`config.mk`:
```
export PLATFORM = sky130hd
export DESIGN_NAME = ols_ctrl
export DESIGN_NICKNAME = d
export VERILOG_FILES = /design/src/sv/ols_pkg.sv /design/src/sv/ols_ctrl.sv
export SDC_FILE = /design/constraint.sdc
export NUM_CORES = 1
export LEC_CHECK = 0
export ABC_AREA = 0
export BUFFER_PORTS_ARGS = -buffer_cell sky130_fd_sc_hd__clkbuf_2
export CAP_MARGIN = 15
export CORE_MARGIN = 2
export CORE_UTILIZATION = 49
export CTS_CLUSTER_SIZE = 16
export DETAILED_ROUTE_END_ITERATION = 6
export PLACE_DENSITY = 0.84
export SYNTH_ARGS = -nofsm -noshare
export SYNTH_HDL_FRONTEND = slang
export SYNTH_SLANG_ARGS = --single-unit
```
`constraint.sdc`:
```
create_clock -name clk -period 3.25 [get_ports clk]
set_clock_uncertainty 0.05 [all_clocks]
set_input_delay 0.65 -clock clk [delete_from_list [all_inputs] [get_ports clk]]
set_output_delay 0.65 -clock clk [all_outputs]
set_load 0.03 [all_outputs]
```
`src/sv/ols_pkg.sv`:
```
// ----------------------------------------------------------------------------
// ols_pkg
// Types and constants shared by the ordered list store controller, datapath
// and top level.
// ----------------------------------------------------------------------------
package ols_pkg;

	localparam int CAPACITY = 128;

	// fixed field widths
	localparam int ACT_W  = 3;
	localparam int POS_W  = 8;
	localparam int VAL_W  = 32;
	localparam int STAT_W = 3;
	localparam int FIDX_W = 7;
	localparam int LEN_W  = 8;

	// derived storage widths
	localparam int IDX_W = (CAPACITY > 1) ? $clog2(CAPACITY) : 1;
	localparam int CNT_W = $clog2(CAPACITY + 1);
	localparam int CMP_W = (CNT_W > POS_W) ? CNT_W : POS_W;

	typedef enum logic [ACT_W-1:0] {
		ACT_GET    = 3'd0,
		ACT_LOCATE = 3'd1,
		ACT_INSERT = 3'd2,
		ACT_DELETE = 3'd3,
		ACT_CLEAR  = 3'd4
	} action_t;

	typedef enum logic [STAT_W-1:0] {
		ST_OK        = 3'd0,
		ST_BAD_POS   = 3'd1,
		ST_FULL      = 3'd2,
		ST_EMPTY     = 3'd3,
		ST_NOT_FOUND = 3'd4
	} status_t;

	typedef enum logic [3:0] {
		S_IDLE,
		S_DECIDE,
		S_GET_WAIT,
		S_SCAN,
		S_INS,
		S_INS_DRAIN,
		S_INS_VAL,
		S_DEL,
		S_DEL_DRAIN,
		S_DONE
	} state_t;

	typedef enum logic [2:0] {
		PTR_HOLD,
		PTR_ZERO,
		PTR_TOP,
		PTR_NEXT,
		PTR_INC,
		PTR_DEC
	} ptr_op_t;

	typedef enum logic [1:0] {
		CNT_HOLD,
		CNT_INC,
		CNT_DEC,
		CNT_CLR
	} cnt_op_t;

	// controller to datapath
	typedef struct packed {
		logic    load;
		logic    rd_en;
		logic    rd_sel_pos;
		ptr_op_t ptr_op;
		logic    wr_shift;
		logic    wr_up;
		logic    wr_val;
		cnt_op_t cnt_op;
		logic    set_status;
		status_t status;
		logic    cap_read;
		logic    cap_found;
	} cmd_t;

	// datapath to controller
	typedef struct packed {
		logic [ACT_W-1:0] act;
		logic             pos_lt_cnt;
		logic             pos_gt_cnt;
		logic             pos_eq_cnt;
		logic             pos_eq_last;
		logic             full;
		logic             empty;
		logic             more;
		logic             s1_valid;
		logic             match;
		logic             at_pos;
		logic             at_last;
	} sts_t;

endpackage

```
`src/sv/ols_ctrl.sv`:
```
// ----------------------------------------------------------------------------
// ols_ctrl
// Controller: sequences each request through decide, memory walk and
// result cycles, driving the datapath by command word.
// ----------------------------------------------------------------------------
module ols_ctrl import ols_pkg::*; (
	input  logic clk,
	input  logic arst_n,
	input  logic start,
	input  sts_t sts,
	output cmd_t cmd,
	output logic busy,
	output logic done
);

	state_t state_q;
	state_t state_nxt;

	always_ff @(posedge clk or negedge arst_n) begin
		if (!arst_n) begin
			state_q <= S_IDLE;
		end else begin
			state_q <= state_nxt;
		end
	end

	// next state
	always_comb begin
		state_nxt = state_q;
		unique case (state_q)
			S_IDLE: begin
				if (start) begin
					state_nxt = S_DECIDE;
				end
			end
			S_DECIDE: begin
				state_nxt = S_DONE;
				unique case (sts.act)
					ACT_GET: begin
						if (sts.pos_lt_cnt) begin
							state_nxt = S_GET_WAIT;
						end
					end
					ACT_LOCATE: begin
						if (!sts.empty) begin
							state_nxt = S_SCAN;
						end
					end
					ACT_INSERT: begin
						if (!sts.pos_gt_cnt && !sts.full) begin
							state_nxt = sts.pos_eq_cnt ? S_INS_VAL : S_INS;
						end
					end
					ACT_DELETE: begin
						if (!sts.empty && sts.pos_lt_cnt) begin
							state_nxt = sts.pos_eq_last ? S_DEL_DRAIN : S_DEL;
						end
					end
					default: state_nxt = S_DONE;
				endcase
			end
			S_GET_WAIT:  state_nxt = S_DONE;
			S_SCAN: begin
				if (sts.match || (!sts.more && !sts.s1_valid)) begin
					state_nxt = S_DONE;
				end
			end
			S_INS: begin
				if (sts.at_pos) begin
					state_nxt = S_INS_DRAIN;
				end
			end
			S_INS_DRAIN: state_nxt = S_INS_VAL;
			S_INS_VAL:   state_nxt = S_DONE;
			S_DEL: begin
				if (sts.at_last) begin
					state_nxt = S_DEL_DRAIN;
				end
			end
			S_DEL_DRAIN: state_nxt = S_DONE;
			S_DONE:      state_nxt = S_IDLE;
			default:     state_nxt = S_IDLE;
		endcase
	end

	// command outputs
	always_comb begin
		cmd            = '0;
		cmd.ptr_op     = PTR_HOLD;
		cmd.cnt_op     = CNT_HOLD;
		cmd.status     = ST_OK;
		unique case (state_q)
			S_IDLE: begin
				cmd.load = start;
			end
			S_DECIDE: begin
				unique case (sts.act)
					ACT_GET: begin
						if (sts.pos_lt_cnt) begin
							cmd.rd_en      = 1'b1;
							cmd.rd_sel_pos = 1'b1;
						end else begin
							cmd.set_status = 1'b1;
							cmd.status     = ST_BAD_POS;
						end
					end
					ACT_LOCATE: begin
						if (sts.empty) begin
							cmd.set_status = 1'b1;
							cmd.status     = ST_NOT_FOUND;
						end else begin
							cmd.ptr_op = PTR_ZERO;
						end
					end
					ACT_INSERT: begin
						if (sts.pos_gt_cnt) begin
							cmd.set_status = 1'b1;
							cmd.status     = ST_BAD_POS;
						end else if (sts.full) begin
							cmd.set_status = 1'b1;
							cmd.status     = ST_FULL;
						end else begin
							cmd.ptr_op = PTR_TOP;
						end
					end
					ACT_DELETE: begin
						if (sts.empty) begin
							cmd.set_status = 1'b1;
							cmd.status     = ST_EMPTY;
						end else if (!sts.pos_lt_cnt) begin
							cmd.set_status = 1'b1;
							cmd.status     = ST_BAD_POS;
						end else begin
							cmd.ptr_op = PTR_NEXT;
						end
					end
					ACT_CLEAR: begin
						cmd.cnt_op = CNT_CLR;
					end
					default: begin
						cmd.set_status = 1'b1;
						cmd.status     = ST_BAD_POS;
					end
				endcase
			end
			S_GET_WAIT: begin
				cmd.cap_read = 1'b1;
			end
			S_SCAN: begin
				// stop issuing reads once a match is seen
				if (sts.match) begin
					cmd.cap_found = 1'b1;
				end else if (sts.more) begin
					cmd.rd_en  = 1'b1;
					cmd.ptr_op = PTR_INC;
				end else if (!sts.s1_valid) begin
					cmd.set_status = 1'b1;
					cmd.status     = ST_NOT_FOUND;
				end
			end
			S_INS: begin
				cmd.rd_en    = 1'b1;
				cmd.ptr_op   = PTR_DEC;
				cmd.wr_shift = 1'b1;
				cmd.wr_up    = 1'b1;
			end
			S_INS_DRAIN: begin
				cmd.wr_shift = 1'b1;
				cmd.wr_up    = 1'b1;
			end
			S_INS_VAL: begin
				cmd.wr_val = 1'b1;
				cmd.cnt_op = CNT_INC;
			end
			S_DEL: begin
				cmd.rd_en    = 1'b1;
				cmd.ptr_op   = PTR_INC;
				cmd.wr_shift = 1'b1;
			end
			S_DEL_DRAIN: begin
				cmd.wr_shift = 1'b1;
				cmd.cnt_op   = CNT_DEC;
			end
			S_DONE: begin
			end
			default: begin
			end
		endcase
	end

	assign busy = state_q != S_IDLE;
	assign done = state_q == S_DONE;

endmodule

```
==> results.json <==
{
  "status": "finished, final reports clean",
  "worstPathMaxFanout": 16,
  "period_share": 0.834,
  "final_util": 0.639,
  "regMostFlops": "state_q",
  "rows": 14,
  "grt_pass1_vias": 812,
  "htree_levels": 1,
  "syn_nets": 130,
  "worst_slack_ps": 538,
  "grt_max_degree": 19,
  "core_area_mm2": 0.00149,
  "fin_total_pwr_mw": 0.578,
  "hold_violations": 0,
  "stdcell_area_um2": 952,
  "max-vdd-ir-drop_mv": 0.273,
  "end_kind": "output pin",
  "nets": 163,
  "grt_usage": 0.238,
  "startpoint": "state_q[0]",
  "cts-root-buf": "clkbuf_4",
  "cts_tree": "done",
  "synth-seq-cells": 4,
  "seq_area_frac_synth": 0.131,
  "finalNonFillerCells": 160,
  "postRouteAntennaNets": 0,
  "cts_made_buffers": 3,
  "synth_area_um2": 764,
  "dp_hpwl_um": 1640,
  "synth_edf_count": 0,
  "place_inst": 157,
  "cts-resized-gates": 0,
  "wirelength_um": 2180,
  "antenna_cells": 0,
  "first_pass_iters": 4,
  "startpoint_type": "flip-flop",
  "routedWlPerCell_um": 13.7,
  "io_pins": 36,
  "detailed_place.area_um2": 930,
  "maxSlewViolCount": 0,
  "clk_path_buf_depth": 2,
  "worst-setup-path-type": "flip-flop to output pin",
  "largest_reg_flops": 4,
  "avgSynthCellArea_um2": 6.77,
  "slew-limit-headroom": 0.598,
  "hold_path_class": "primary input to asynchronous set/reset pin",
  "place_ws_ps": 580,
  "postCtsSetupRepairBufs": 0,
  "max_freq_ghz": 0.369,
  "grt_overflow_total": 0,
  "finalSetupTns_ps": 0,
  "power_leakage_nw": 0.466,
  "vias_per_cell": 6.19,
  "clk_latency_ps": 240,
  "gp_congestion": 0.795,
  "syn2layout_area_growth_pct": 24.5,
  "clkSinkCount": 4,
  "cp.arrival_ps": 2010,
  "timing.rr.start": "state_q[3]",
  "synthCells": 113,
  "die-height_um": 43.5,
  "cp.required_ps": 2550,
  "antenna_found_initial": 0,
  "die_area_mm2": 0.00189,
  "port_buffers": 35,
  "holdBufCountCts": 0,
  "synth_cell_types": 43,
  "drtIter0Drc": 23,
  "async_reset_ff_frac": 1.00,
  "power.density_mw_per_mm2": 607,
  "synth-main-ff-cell": "dfrtp_1",
  "start_util": 0.513,
  "dr_total_vias": 991,
  "drc": 0,
  "drv_cap": 0,
  "die_x_um": 43.5,
  "finalSetupViolCount": 0,
  "rsz0062_at_grt": "false",
  "tightest_slew_ps": 598,
  "min_period_ps": 2710,
  "grt_pass1_wl_um": 3510,
  "final_layout_size_suffix_gt1_frac": 0.333,
  "synth_warnings": 0,
  "whs_ps": 159,
  "clk_pin_slew_ps": 40,
  "largestRegisters": "state_q (4)"
}
area by class of cell:
cell class                      instances  area [um^2]
Fill cell                             150          537
Clock buffer                            3         22.5
Tap cell                               16         20.0
Timing Repair Buffer                   36          183
Sequential cell                         4          100
Inverter                                3         11.3
Multi-Input combinational cell         98          616
metal layers:
metal  up-vias  GRT usage  part of all wire
met4         0     0.0909            0.0096
met5         -          0                 0
met2        43      0.421              0.49
met1       456      0.304              0.44
met3         3     0.0125             0.064
li1        489          -                 -
synthesized netlist by cell type (2+ instances only):
cell type	instances	area [um^2]
o21a_1	2	15.0
dfrtp_1	4	100
inv_1	2	7.51
o31ai_1	2	15.0
nor3b_1	2	15.0
nand2b_1	6	37.5
buf_2	3	15.0
a21oi_1	6	30.0
nor3_1	7	35.0
nor4b_1	2	17.5
clkbuf_1	4	15.0
nor2b_1	4	25.0
a311oi_1	2	17.5
or2_2	2	12.5
o21ai_0	7	35.0
or3b_2	2	17.5
o22ai_1	2	12.5
nand3b_1	2	15.0
and3_1	3	18.8
or3_1	2	12.5
nand2_1	8	30.0
a31oi_1	3	18.8
nor2_1	16	60.1
placed cells by master (no fill, tap or decap), types with 2 or more instances in the layout:
master	n
and3_1	3
nand2_1	8
a31oi_1	3
dfrtp_1	4
nor2b_1	4
clkbuf_2	35
o31ai_1	2
o22ai_1	2
o21a_1	2
nand2b_1	6
a21oi_1	6
a311oi_1	2
nor3b_1	2
nand3b_1	2
nor2_1	16
nor4b_1	2
inv_1	2
o21ai_0	7
clkbuf_4	3
or3_1	2
nor3_1	7
or2_2	2
or3b_2	2
where the power goes:
group          switching, mW  total, mW  internal (mW)
Sequential            0.0502      0.116         0.0657
Combinational          0.264      0.398          0.133
Clock                 0.0227     0.0642         0.0415
Total                  0.337      0.578          0.241
critical path, cell delays in order, from the launching register on:
cell	delay, ps
dfrtp_1	620
nand2b_1	170
nor3_1	490
o211ai_1	170
nand2_1	100
clkbuf_2	200
path summary, 6_finish.rpt:
check,cells past startpoint,end,slack (ps)
setup / recovery,5,cmd[5],540
hold / removal,1,state_q[2],160
setup reg to reg,4,state_q[1],1380
hold reg to reg,2,state_q[1],690
max in group asynchronous,1,state_q[3],2860
min in group clk,2,state_q[1],690
cells by family (layout without fill, tap and decap cells):
| logic type | Yosys count | in the layout | share of synthesized area |
|---|---|---|---|
| multiplexers | 1 | 1 | 0.0131 |
| buffers and inverters | 11 | 42 | 0.0638 |
| AND/OR/NAND/NOR | 63 | 63 | 0.480 |
| AO/OA/AOI/OAI | 34 | 34 | 0.313 |
| flip-flops | 4 | 4 | 0.131 |
Note: power is estimated with default switching activity, not from simulation.
